### config.mk
export PLATFORM = sky130hd
export DESIGN_NAME = ppp_fifo
export DESIGN_NICKNAME = d
export VERILOG_FILES = /design/src/rtl/ppp_pkg.sv /design/src/rtl/ppp_fifo.sv
export SDC_FILE = /design/constraint.sdc
export NUM_CORES = 1
export LEC_CHECK = 0
export BUFFER_PORTS_ARGS = -buffer_cell sky130_fd_sc_hd__buf_2
export CAP_MARGIN = 10
export CORE_AREA = 4 4 155 157
export DETAILED_ROUTE_END_ITERATION = 10
export DIE_AREA = 0 0 159 161
export PLACE_DENSITY = 0.72
export SYNTH_ARGS = -nofsm -noshare
export SYNTH_HDL_FRONTEND = slang
export SYNTH_SLANG_ARGS = --single-unit
### constraint.sdc
create_clock -name clk -period 24.5 [get_ports clk]
set_clock_uncertainty 0.05 [all_clocks]
set_input_delay 4.9 -clock clk [delete_from_list [all_inputs] [get_ports clk]]
set_output_delay 4.9 -clock clk [all_outputs]
set_load 0.03 [all_outputs]
### src/rtl/ppp_pkg.sv
// ----------------------------------------------------------------------------
// ppp_pkg: shared types and constants for the point perspective projector
// Register indexes, config bundle, front-to-back request record and the
// truncating fixed-point helpers.
// ----------------------------------------------------------------------------
package ppp_pkg;

  localparam int CfgIdxBits  = 3;
  localparam int CfgDataBits = 54;
  localparam int RatioBits   = 11;   // ratio <= 0x400
  localparam int ScrBits     = 18;   // |p| / (ratio*256) < 2**18

  localparam logic signed [32:0] AxisLimit = 33'sh3ffffff;
  localparam logic signed [33:0] NearDepth = 34'sh0020_0000;
  localparam logic [RatioBits-1:0] RatioMin = 11'h20;

  typedef enum logic [CfgIdxBits-1:0] {
    REG_ROW_A   = 3'd0,
    REG_ROW_B   = 3'd1,
    REG_ROW_C   = 3'd2,
    REG_EYE_X   = 3'd3,
    REG_EYE_Y   = 3'd4,
    REG_EYE_Z   = 3'd5,
    REG_REF_H   = 3'd6,
    REG_OFFSETS = 3'd7
  } cfg_reg_t;

  typedef struct packed {
    logic [53:0]        row_a;
    logic [53:0]        row_b;
    logic [35:0]        row_c;
    logic signed [31:0] eye_x;
    logic signed [31:0] eye_y;
    logic signed [31:0] eye_z;
    logic signed [31:0] ref_height;
    logic [47:0]        offsets;
  } cfg_t;

  // one request handed from front to back
  typedef struct packed {
    logic               cull;
    logic [32:0]        num;   // dividend for the depth ratio
    logic [30:0]        den;   // divisor for the depth ratio
    logic signed [31:0] px;
    logic signed [31:0] py;
  } item_t;

  // offset / 128, toward zero (valid for in-range offsets)
  function automatic logic signed [19:0] div128(input logic signed [32:0] v);
    logic signed [32:0] t;
    t = v + (v[32] ? 33'sd127 : 33'sd0);
    return t[26:7];
  endfunction

  // basis / 16, toward zero
  function automatic logic signed [13:0] div16(input logic signed [17:0] b);
    logic signed [17:0] t;
    t = b + (b[17] ? 18'sd15 : 18'sd0);
    return t[17:4];
  endfunction

  // product / 32, toward zero
  function automatic logic signed [28:0] div32(input logic signed [33:0] p);
    logic signed [33:0] t;
    t = p + (p[33] ? 34'sd31 : 34'sd0);
    return t[33:5];
  endfunction

endpackage

### src/rtl/ppp_fifo.sv
// ----------------------------------------------------------------------------
// ppp_fifo: two-entry request queue between front and back
// Drained whenever it holds a request.
// ----------------------------------------------------------------------------
module ppp_fifo (
  input  logic           clk,
  input  logic           rst,
  input  logic           push,
  input  ppp_pkg::item_t push_item,
  output logic           out_valid,
  output ppp_pkg::item_t out_item
);
  import ppp_pkg::*;

  item_t      mem [2];
  logic       wr_ptr, rd_ptr;
  logic [1:0] count, count_next;
  logic       pop;

  assign pop       = count != 2'd0;
  assign out_valid = pop;
  assign out_item  = mem[rd_ptr];

  always_comb begin
    count_next = count;
    if (push && !pop) count_next = count + 2'd1;
    else if (!push && pop) count_next = count - 2'd1;
  end

  always_ff @(posedge clk) begin
    if (push) mem[wr_ptr] <= push_item;
  end

  always_ff @(posedge clk) begin
    if (rst) begin
      wr_ptr <= 1'b0;
      rd_ptr <= 1'b0;
      count  <= 2'd0;
    end else begin
      if (push) wr_ptr <= ~wr_ptr;
      if (pop)  rd_ptr <= ~rd_ptr;
      count <= count_next;
    end
  end

endmodule

==> impl_metrics.env <==
export IMPL_status="finished clean"
export IMPL_final_hold_violation_count=0
export IMPL_cp_arrival_ns=2.89
export IMPL_hold_path_startpoint="count[1]$_SDFFE_PP0P_"
export IMPL_fin_crit_sh_pct=32.01
export IMPL_antenna_found_initial=3
export IMPL_insertion_delay_ns=0.51
export IMPL_holdPathEnd="count[1]$_SDFFE_PP0P_"
export IMPL_syn_avg_cell_area_um2=22.63
export IMPL_avgRoutedWirePerCell_um=18.20
export IMPL_yosys_area_top_type="edfxtp_1"
export IMPL_yosys_register_bits=263
export IMPL_p_comb_share_pct=26.4
export IMPL_portBuffers=261
export IMPL_dp_hpwl_um=12370
export IMPL_fin_tns_setup_ns=0
export IMPL_drc_errors=0
export IMPL_row_count=55
export IMPL_cts_tree="built"
export IMPL_htree_num_levels=1
export IMPL_min_path_cells=2
export IMPL_worstReg2RegStart="wr_ptr$_SDFFE_PP0P_"
export IMPL_p_sw_uw=400.6
export IMPL_vdd_drop_max_mv=0.07333
export IMPL_ys_types=15
export IMPL_reg2reg_slack_ns=22.01
export IMPL_ant_nets=0
export IMPL_final_common_cell="buf_2"
export IMPL_maxSlewViolCount=0
export IMPL_core_area_mm2=0.02250
export IMPL_finalSetupViolCount=0
export IMPL_yosysSeqAreaShare_pct=82.17
export IMPL_cap_viol_max_count=0
export IMPL_seqPwrFrac_pct=40.9
export IMPL_drtIter0Drc=184
export IMPL_leakagePower_nw=4.516
export IMPL_max_freq_mhz=127.5
export IMPL_switching_share_pct=29.77
export IMPL_r2r_end="mem[1][64]$_DFFE_PP_"
export IMPL_p_int_uw=945.1
export IMPL_clock_root_buffer="clkbuf_16"
export IMPL_overflow=0
export IMPL_syn_instance_count=422
export IMPL_gp_congestion=0.7323
export IMPL_dr_total_vias=4793
export IMPL_path_clk_slew_ns=0.06
export IMPL_yosys_warnings=0
export IMPL_die_x_um=159
export IMPL_drive_above_1_share_pct=60.56
export IMPL_maxSlewHeadroom_pct=31.89
export IMPL_hp_class="flop to flop"
export IMPL_final_cell_mix="261 x buf_2, 258 x edfxtp_1, 129 x mux2_2"
export IMPL_reg2regPathDepth=2
export IMPL_finalCriticalPeriod_ns=7.843
export IMPL_synthesis_area_mm2=0.009550
export IMPL_grt_pass1_wl_um=28150
export IMPL_syn_nets=555
export IMPL_cts_hold_buf=0
export IMPL_global_route_usage_total_pct=13.54
export IMPL_drt_wl_total_um=18310
export IMPL_synth_top_cell_area_share_pct=81.12
export IMPL_crit_required_ns=19.55
export IMPL_initial_utilization_pct=42.44
export IMPL_cts_buffers_inserted=27
export IMPL_startpoint_type="flop"
export IMPL_power_mw=1.346
export IMPL_post_cts_resized=0
export IMPL_grt_max_degree=79
export IMPL_die_y_um=161
export IMPL_ios=262
export IMPL_grt_pass1_vias=5330
export IMPL_numClockSinks=263
export IMPL_postCtsSetupRepairBufs=0
export IMPL_nNetsFinal=835
export IMPL_detail_route_first_pass_iterations=4
export IMPL_critical_path_class="flop to primary output"
export IMPL_die_area_mm2=0.02560
export IMPL_area_growth_pct=26.49
export IMPL_rsz0062_at_grt="false"
export IMPL_clockPowerShare_pct=32.7
export IMPL_synth_area_leaders="edfxtp_1 81%, mux2_2 15%, buf_6 1.5%"
export IMPL_max_clock_path_buffers=3
export IMPL_path_max_fanout=78
export IMPL_end_kind="primary output"
export IMPL_power_density_mw_per_mm2=111.4
export IMPL_tightest_slew_ns=1.022
export IMPL_vias_per_cell=4.764
## sequential cells by signal, indices dropped and copies added, names as in the netlist, named ones only
| name | count |
|---|---|
| mem | 258 |
| count | 2 |
| rd_ptr | 1 |
| wr_ptr | 1 |
## cells by family after synthesis
family	count (synthesis)	share of synthesized area (%)
mux	129	15.21
flops	263	82.17
xor+xnor	4	0.3669
compound gates	2	0.1047
fa+ha+maj	1	0.1310
buf+inv	15	1.624
simple gates	8	0.3932
## stage by stage
step	area, um^2	setup WS [ns]	hold WS, ns	instances	util (%)
3_3_place_gp	11110	17.22	0.4161	958	49.35
3_5_place_dp	11110	17.16	0.4600	958	49.35
4_1_cts	12080	16.59	0.4694	1005	53.67
5_1_grt	12080	16.48	0.4730	1006	53.68
6_report	12080	16.66	0.4645	1006	53.68
2_1_floorplan	9550	13.32	0.4025	422	-
## Yosys cell counts
| cell | n |
|---|---|
| edfxtp_1 | 258 |
| mux2_2 | 129 |
| buf_6 | 13 |
| dfxtp_1 | 5 |
| nor2_1 | 5 |
| xor2_1 | 3 |
| a21oi_1 | 1 |
| and2_1 | 1 |
| buf_2 | 1 |
| ha_1 | 1 |
| inv_1 | 1 |
| nor2b_1 | 1 |
| o21ai_0 | 1 |
| or3_1 | 1 |
| xnor2_1 | 1 |
## power groups by stage
stage | Clock, mW | Sequential [mW] | Combinational [mW]
after floorplan | 0 | 0.547 | 0.293
after global placement | 0 | 0.558 | 0.354
after detailed placement | 0 | 0.561 | 0.359
after CTS | 0.452 | 0.552 | 0.361
after global routing | 0.472 | 0.555 | 0.375
final | 0.440 | 0.550 | 0.356
## final cells by class
type                       instances  area (um^2)
fill                            1759        10420
sequential                       263         7851
multi-input combinational        144         1558
timing repair buffer             265         1336
clock buffer                      31        690.7
tap                              285        356.6
clock inverter                    16        281.5
inverter                           1        3.754
antenna                            1        2.502
## worst max-delay path: stages, from the launching register on
cell and delay [ns]:
dfxtp_4 0.77, buf_4 0.82, mux2_2 0.43, buf_2 0.18
## per-layer routing
| metal | global-route usage, % | vias to the layer above | part of all wire [%] |
|---|---|---|---|
| met5 | 0 | - | 0.15 |
| met4 | 2.761 | 4 | 1.5 |
| met3 | 4.491 | 26 | 7.7 |
| met1 | 15.57 | 2356 | 38 |
| li1 | - | 2242 | - |
| met2 | 24.83 | 165 | 53 |
## worst max-delay path by stage
stage / slack, ns / from / end / cells after the start
after floorplan: 13.32 / push / mem[0][0]$_DFFE_PP_ / 1
after global placement: 17.22 / flop / out_item[42] / 3
after detailed placement: 17.16 / flop / out_item[42] / 3
after CTS: 16.59 / flop / out_item[42] / 3
after global routing: 16.48 / flop / out_item[0] / 3
final: 16.66 / flop / out_item[5] / 3
Note: power is estimated with default switching activity, not from simulation.
