$ cat config.mk
export PLATFORM = sky130hd
export DESIGN_NAME = ppp_back
export DESIGN_NICKNAME = d
export VERILOG_FILES = /design/src/rtl/ppp_pkg.sv /design/src/rtl/ppp_back.sv
export SDC_FILE = /design/constraint.sdc
export NUM_CORES = 2
export LEC_CHECK = 0
export BUFFER_PORTS_ARGS = -buffer_cell sky130_fd_sc_hd__buf_4
export CORE_MARGIN = 2
export CORE_UTILIZATION = 60
export CTS_CLUSTER_DIAMETER = 120
export DETAILED_ROUTE_END_ITERATION = 7
export PLACE_DENSITY_LB_ADDON = 0.1
export SETUP_SLACK_MARGIN = 0.1
export SYNTH_ARGS = -nofsm -noshare
export SYNTH_HDL_FRONTEND = slang
export SYNTH_SLANG_ARGS = --single-unit
$ cat constraint.sdc
create_clock -name clk -period 8.29 [get_ports clk]
set_input_delay 1.2435 -clock clk [delete_from_list [all_inputs] [get_ports clk]]
set_output_delay 1.2435 -clock clk [all_outputs]
set_load 0.01 [all_outputs]
$ cat src/rtl/ppp_pkg.sv
// ----------------------------------------------------------------------------
// ppp_pkg: shared types and constants for the point perspective projector
// Register indexes, config bundle, front-to-back request record and the
// truncating fixed-point helpers.
// ----------------------------------------------------------------------------
package ppp_pkg;

  localparam int CfgIdxBits  = 3;
  localparam int CfgDataBits = 54;
  localparam int RatioBits   = 11;   // ratio <= 0x400
  localparam int ScrBits     = 18;   // |p| / (ratio*256) < 2**18

  localparam logic signed [32:0] AxisLimit = 33'sh3ffffff;
  localparam logic signed [33:0] NearDepth = 34'sh0020_0000;
  localparam logic [RatioBits-1:0] RatioMin = 11'h20;

  typedef enum logic [CfgIdxBits-1:0] {
    REG_ROW_A   = 3'd0,
    REG_ROW_B   = 3'd1,
    REG_ROW_C   = 3'd2,
    REG_EYE_X   = 3'd3,
    REG_EYE_Y   = 3'd4,
    REG_EYE_Z   = 3'd5,
    REG_REF_H   = 3'd6,
    REG_OFFSETS = 3'd7
  } cfg_reg_t;

  typedef struct packed {
    logic [53:0]        row_a;
    logic [53:0]        row_b;
    logic [35:0]        row_c;
    logic signed [31:0] eye_x;
    logic signed [31:0] eye_y;
    logic signed [31:0] eye_z;
    logic signed [31:0] ref_height;
    logic [47:0]        offsets;
  } cfg_t;

  // one request handed from front to back
  typedef struct packed {
    logic               cull;
    logic [32:0]        num;   // dividend for the depth ratio
    logic [30:0]        den;   // divisor for the depth ratio
    logic signed [31:0] px;
    logic signed [31:0] py;
  } item_t;

  // offset / 128, toward zero (valid for in-range offsets)
  function automatic logic signed [19:0] div128(input logic signed [32:0] v);
    logic signed [32:0] t;
    t = v + (v[32] ? 33'sd127 : 33'sd0);
    return t[26:7];
  endfunction

  // basis / 16, toward zero
  function automatic logic signed [13:0] div16(input logic signed [17:0] b);
    logic signed [17:0] t;
    t = b + (b[17] ? 18'sd15 : 18'sd0);
    return t[17:4];
  endfunction

  // product / 32, toward zero
  function automatic logic signed [28:0] div32(input logic signed [33:0] p);
    logic signed [33:0] t;
    t = p + (p[33] ? 34'sd31 : 34'sd0);
    return t[33:5];
  endfunction

endpackage

$ cat src/rtl/ppp_back.sv
// ----------------------------------------------------------------------------
// ppp_back: depth ratio and screen position dividers
// Pipelined restoring dividers, one quotient bit per stage, then offsets.
// ----------------------------------------------------------------------------
module ppp_back (
  input  logic               clk,
  input  logic               rst,
  input  logic               in_valid,
  input  ppp_pkg::item_t     item,
  input  ppp_pkg::cfg_t      cfg,
  output logic               done,
  output logic               visible,
  output logic signed [15:0] screen_x,
  output logic signed [15:0] screen_y,
  output logic [12:0]        draw_scale
);
  import ppp_pkg::*;

  // ratio divider
  logic                 r_vld  [RatioBits+1];
  logic                 r_cull [RatioBits+1];
  logic [32:0]          r_rem  [RatioBits+1];
  logic [30:0]          r_den  [RatioBits+1];
  logic [RatioBits-1:0] r_q    [RatioBits+1];
  logic signed [31:0]   r_px   [RatioBits+1];
  logic signed [31:0]   r_py   [RatioBits+1];
  // screen divider
  logic                 s_vld  [ScrBits+1];
  logic                 s_cull [ScrBits+1];
  logic [RatioBits-1:0] s_rat  [ScrBits+1];
  logic [30:0]          s_rx   [ScrBits+1];
  logic [30:0]          s_ry   [ScrBits+1];
  logic                 s_nx   [ScrBits+1];
  logic                 s_ny   [ScrBits+1];
  logic [ScrBits-1:0]   s_qx   [ScrBits+1];
  logic [ScrBits-1:0]   s_qy   [ScrBits+1];

  logic [RatioBits-1:0] ratio;
  logic [31:0]          mag_x, mag_y;
  logic [15:0]          sx, sy;

  assign ratio = r_q[RatioBits];
  assign mag_x = r_px[RatioBits][31] ? 32'(-r_px[RatioBits]) : 32'(r_px[RatioBits]);
  assign mag_y = r_py[RatioBits][31] ? 32'(-r_py[RatioBits]) : 32'(r_py[RatioBits]);

  always_ff @(posedge clk) begin
    r_cull[0] <= item.cull;
    r_rem[0]  <= item.num;
    r_den[0]  <= item.den;
    r_q[0]    <= '0;
    r_px[0]   <= item.px;
    r_py[0]   <= item.py;
    for (int k = 0; k < RatioBits; k++) begin
      logic [41:0] dsh;
      logic [41:0] rem;
      dsh = {11'd0, r_den[k]} << (RatioBits - 1 - k);
      rem = {9'd0, r_rem[k]};
      r_cull[k+1] <= r_cull[k];
      r_den[k+1]  <= r_den[k];
      r_px[k+1]   <= r_px[k];
      r_py[k+1]   <= r_py[k];
      if (rem >= dsh) begin
        r_rem[k+1] <= 33'(rem - dsh);
        r_q[k+1]   <= r_q[k] | (RatioBits'(1) << (RatioBits - 1 - k));
      end else begin
        r_rem[k+1] <= r_rem[k];
        r_q[k+1]   <= r_q[k];
      end
    end
  end

  always_ff @(posedge clk) begin
    s_cull[0] <= r_cull[RatioBits] || (ratio < RatioMin);
    s_rat[0]  <= ratio;
    s_rx[0]   <= mag_x[30:0];
    s_ry[0]   <= mag_y[30:0];
    s_nx[0]   <= r_px[RatioBits][31];
    s_ny[0]   <= r_py[RatioBits][31];
    s_qx[0]   <= '0;
    s_qy[0]   <= '0;
    for (int k = 0; k < ScrBits; k++) begin
      logic [36:0] dsh;
      dsh = {18'd0, s_rat[k], 8'd0} << (ScrBits - 1 - k);
      s_cull[k+1] <= s_cull[k];
      s_rat[k+1]  <= s_rat[k];
      s_nx[k+1]   <= s_nx[k];
      s_ny[k+1]   <= s_ny[k];
      if ({6'd0, s_rx[k]} >= dsh) begin
        s_rx[k+1] <= 31'({6'd0, s_rx[k]} - dsh);
        s_qx[k+1] <= s_qx[k] | (ScrBits'(1) << (ScrBits - 1 - k));
      end else begin
        s_rx[k+1] <= s_rx[k];
        s_qx[k+1] <= s_qx[k];
      end
      if ({6'd0, s_ry[k]} >= dsh) begin
        s_ry[k+1] <= 31'({6'd0, s_ry[k]} - dsh);
        s_qy[k+1] <= s_qy[k] | (ScrBits'(1) << (ScrBits - 1 - k));
      end else begin
        s_ry[k+1] <= s_ry[k];
        s_qy[k+1] <= s_qy[k];
      end
    end
  end

  // sign back on, then add screen offsets, wrap to 16 bits
  assign sx = (s_nx[ScrBits] ? 16'(-s_qx[ScrBits]) : s_qx[ScrBits][15:0])
              + cfg.offsets[15:0];
  assign sy = (s_ny[ScrBits] ? 16'(-s_qy[ScrBits]) : s_qy[ScrBits][15:0])
              + cfg.offsets[31:16] + cfg.offsets[47:32];

  always_ff @(posedge clk) begin
    if (s_cull[ScrBits]) begin
      visible    <= 1'b0;
      screen_x   <= '0;
      screen_y   <= '0;
      draw_scale <= '0;
    end else begin
      visible    <= 1'b1;
      screen_x   <= sx;
      screen_y   <= sy;
      draw_scale <= {s_rat[ScrBits], 2'b00};
    end
  end

  always_ff @(posedge clk) begin
    if (rst) begin
      for (int k = 0; k <= RatioBits; k++) r_vld[k] <= 1'b0;
      for (int k = 0; k <= ScrBits; k++) s_vld[k] <= 1'b0;
      done <= 1'b0;
    end else begin
      r_vld[0] <= in_valid;
      for (int k = 0; k < RatioBits; k++) r_vld[k+1] <= r_vld[k];
      s_vld[0] <= r_vld[RatioBits];
      for (int k = 0; k < ScrBits; k++) s_vld[k+1] <= s_vld[k];
      done <= s_vld[ScrBits];
    end
  end

endmodule

==> results.tsv <==
stage	metric	value	unit
global_routing	grt_use_total	23.4	%
worst_setup_path	worstPathMaxFanout	27	
clocking	clock-sinks	3280	
detailed_routing	postRouteWirelength	224000	um
sta	tightest_slew	1.19	ns
placement	dpl_cell_area	0.115	mm^2
placement	dpl.hpwl	167000	um
sta	max_freq	239	MHz
run	cap_violations	0	
worst_setup_path	r2r_setup_slack	4.10	ns
worst_setup_path	crit_chain	inv_1 > ha_1 > a21o_1 > a31oi_1 > a21oi_1 > o41ai_4 > o21ai_2 > a221oi_2 > o21bai_1 > a21oi_1 > a21o_1 > mux2_2	
detailed_routing	vias	68700	
clocking	path_clk_slew	0.06	ns
clocking	cts_buffer_depth	4	
placement	post-place-ws	3.77	ns
clocking	postCtsHoldBufs	0	
synthesis	synth_seq_cells	3280	
power_and_ir_drop	power_density	387	mW/mm^2
die	die_h	434	um
synthesis	synth_area	0.111	mm^2
detailed_routing	wl_per_cell	17.2	um
run_status	failed_checks	design-rule violations	
layout	stdcell_area	0.126	mm^2
power_and_ir_drop	p_total	48.8	mW
global_routing	grt_pass1_vias	69300	
power_and_ir_drop	p_leak	54.4	nW
sta	min_period	4.19	ns
clocking	h-tree-depth	5	
sta	hold_ws	0.295	ns
layout	postLayoutCoreUtil	68.8	%
detailed_routing	drtIter0Drc	3700	
die	num_rows	157	
clocking	cts_root_buffer	clkbuf_16	
worst_setup_path	cp_top_family	compound AO/OA/AOI/OAI gates	
sta	hold_violations	0	
placement	portBuffers	224	
worst_setup_path	required	9.06	ns
detailed_routing	drt_first_pass_iters	8	
layout	drive_gt1_share	10.1	%
global_routing	grt_pass1_wl	355000	um
detailed_routing	drt-vias-per-instance	5.26	
sta	fin_setup_tns	0	ns
layout	syn2layout_area_growth	13.8	%
detailed_routing	drc_errors	1	
global_routing	grt_overflow	0	
layout	num-nets-final	11600	
die	fp.dieW	434	um
worst_setup_path	critPathLaunchType	flip-flop	
sta	slew_violations	0	
sta	clock-skew-final	0.0604	ns
clocking	clk_latency	0.93	ns
run_status	status	finished, violations left	
sta	setup_viol	0	
sta	slew_headroom	20.6	%
sta	layout_setup_ws	4.10	ns
detailed_routing	drtAntennaViolNets	0	
synthesis	synth_seq_area_share	59.3	%
global_routing	antenna_found_initial	3	
placement	gp_congestion	0.946	
min_path	hp-class	flip-flop to flip-flop	
synthesis	synth_warnings	0	
synthesis	ys.flop_type	dfxtp_1	
global_routing	grt_max_degree	54	
layout	n_fill_cell	13300	
worst_setup_path	cp_slowest_cell	a21o_1	
die	io_pins	499	
worst_setup_path	critPathKind	flip-flop to flip-flop	
synthesis	syn_inst	9927	
worst_setup_path	slowest_delay	0.90	ns
placement	dp_cells	12500	
clocking	numCtsBuffers	324	
layout	layoutNonFillerInstCount	13100	
clocking	cts_tree	yes	
clocking	post_cts_resized	0	
sta	fin_crit_sh	50.5	%
worst_setup_path	cp.arrival	4.96	ns
synthesis	synth_async_sr_flop_share	0	%
sta	grt_setup_unrepaired	false	
clocking	postCtsSetupBuffers	0	
synthesis	syn_area_per_cell	11.2	um^2
worst_setup_path	worst_setup_path_end_kind	flip-flop	
die	coreArea	0.183	mm^2
synthesis	synth_cell_type_count	100	
power_and_ir_drop	vdd_drop_max	298	uV
synthesis	synth_edf_count	0	
worst_setup_path	worst-path-buf-inv	1	
die	die_area	0.188	mm^2
die	initial_core_util	60.5	%
layer usage:
metal | track usage [%] | vias up | part of all wire [%]
met4 | 10.6 | 4 | 4.4
met3 | 3.20 | 521 | 3.6
met5 | 0 | - | 0.012
met1 | 27.3 | 31700 | 42
met2 | 42.6 | 1522 | 50
li1 | - | 35000 | -
power breakdown:
part	internal, mW	switching [mW]	total [mW]
Combinational	6.32	7.20	13.5
Sequential	18.8	1.80	20.6
Clock	8.97	5.77	14.7
Total	34.1	14.8	48.8
logic make-up after synthesis:
group	share of synthesized area [%]
flops	59.3
simple gates	10.2
compound gates	10.3
buf+inv	3.20
fa+ha+maj	9.05
xor+xnor	5.00
mux	2.96
other cells	0.00338
worst paths after layout:
path,cells past startpoint,startpoint,to
hold / removal,0,s_qy[3][48],s_qy[3][66]
setup / recovery,12,r_den[3][4],r_rem[4][27]
setup reg to reg,12,r_den[3][4],r_rem[4][27]
hold reg to reg,0,s_qy[3][48],s_qy[3][66]
Yosys cell counts (11+ instances only):
master | instances | area, um^2
o21bai_1 | 40 | 300
nand3b_1 | 15 | 113
a21oi_1 | 508 | 2540
mux2_2 | 238 | 2680
and2_1 | 13 | 81.3
or2_2 | 25 | 156
a2111oi_0 | 11 | 96.3
dfxtp_1 | 3280 | 65700
nor4_1 | 186 | 1160
nand4_1 | 101 | 632
or4_1 | 26 | 195
a211o_1 | 21 | 184
a31o_2 | 16 | 140
fa_1 | 61 | 1220
a21boi_0 | 62 | 465
or3_1 | 53 | 332
o21ai_0 | 493 | 2470
o41ai_1 | 24 | 210
mux2i_1 | 45 | 450
and4_1 | 11 | 96.3
nor2_1 | 503 | 1890
nand4b_1 | 41 | 359
a21o_1 | 218 | 1640
a31oi_1 | 35 | 219
xor2_1 | 225 | 1970
nor3_1 | 149 | 746
xnor2_1 | 408 | 3570
a41oi_1 | 13 | 114
nand2_1 | 561 | 2110
and3_1 | 40 | 250
o31ai_1 | 104 | 781
o211ai_1 | 15 | 113
inv_1 | 772 | 2900
o31a_1 | 15 | 131
o21ai_1 | 14 | 70.1
clkbuf_1 | 104 | 390
nor4b_1 | 38 | 333
buf_2 | 16 | 80.1
ha_1 | 704 | 8810
a211oi_1 | 45 | 338
nand3_1 | 109 | 546
nor2b_1 | 180 | 1130
o21a_1 | 85 | 638
nand2b_1 | 123 | 769
sequential cells by signal, summed over array words and instances, names as in the netlist, 19 cells and up:
signal	count
s_rx	558
s_ry	558
r_px	384
r_py	384
r_rem	363
r_den	341
s_rat	209
s_qx	136
s_qy	136
r_q	66
s_cull	19
s_nx	19
s_ny	19
s_vld	19
worst register-to-register path: cells and delay by family (launching register included):
kind	cells	cell delay, ns
compound gates	9	2.84
flops	1	0.34
buf+inv	1	0.05
fa+ha+maj	1	0.37
mux	1	0.44
layout by cell type, fill, tap and decap left out, drive strengths merged, types with 150 or more instances in the layout:
cell,n
buf,241
clkbuf,446
mux2,249
xnor2,408
a21o,218
inv,782
o21ai,509
a21oi,509
nor2b,181
dfxtp,3280
nor2,503
nand2,562
nor3,150
ha,704
nor4,187
xor2,225
final cells by class:
cell class	count	area, um^2	share of cell area, %
Antenna cell	5	12.5	0.00993
Timing Repair Buffer	241	1810	1.44
Sequential cell	3280	65700	52.1
Inverter	773	2900	2.30
Clock inverter	115	1650	1.31
Clock buffer	446	9240	7.33
Tap cell	2464	3080	2.45
Multi-Input combinational cell	5734	41700	33.1
(Power assumes the default switching activity.)
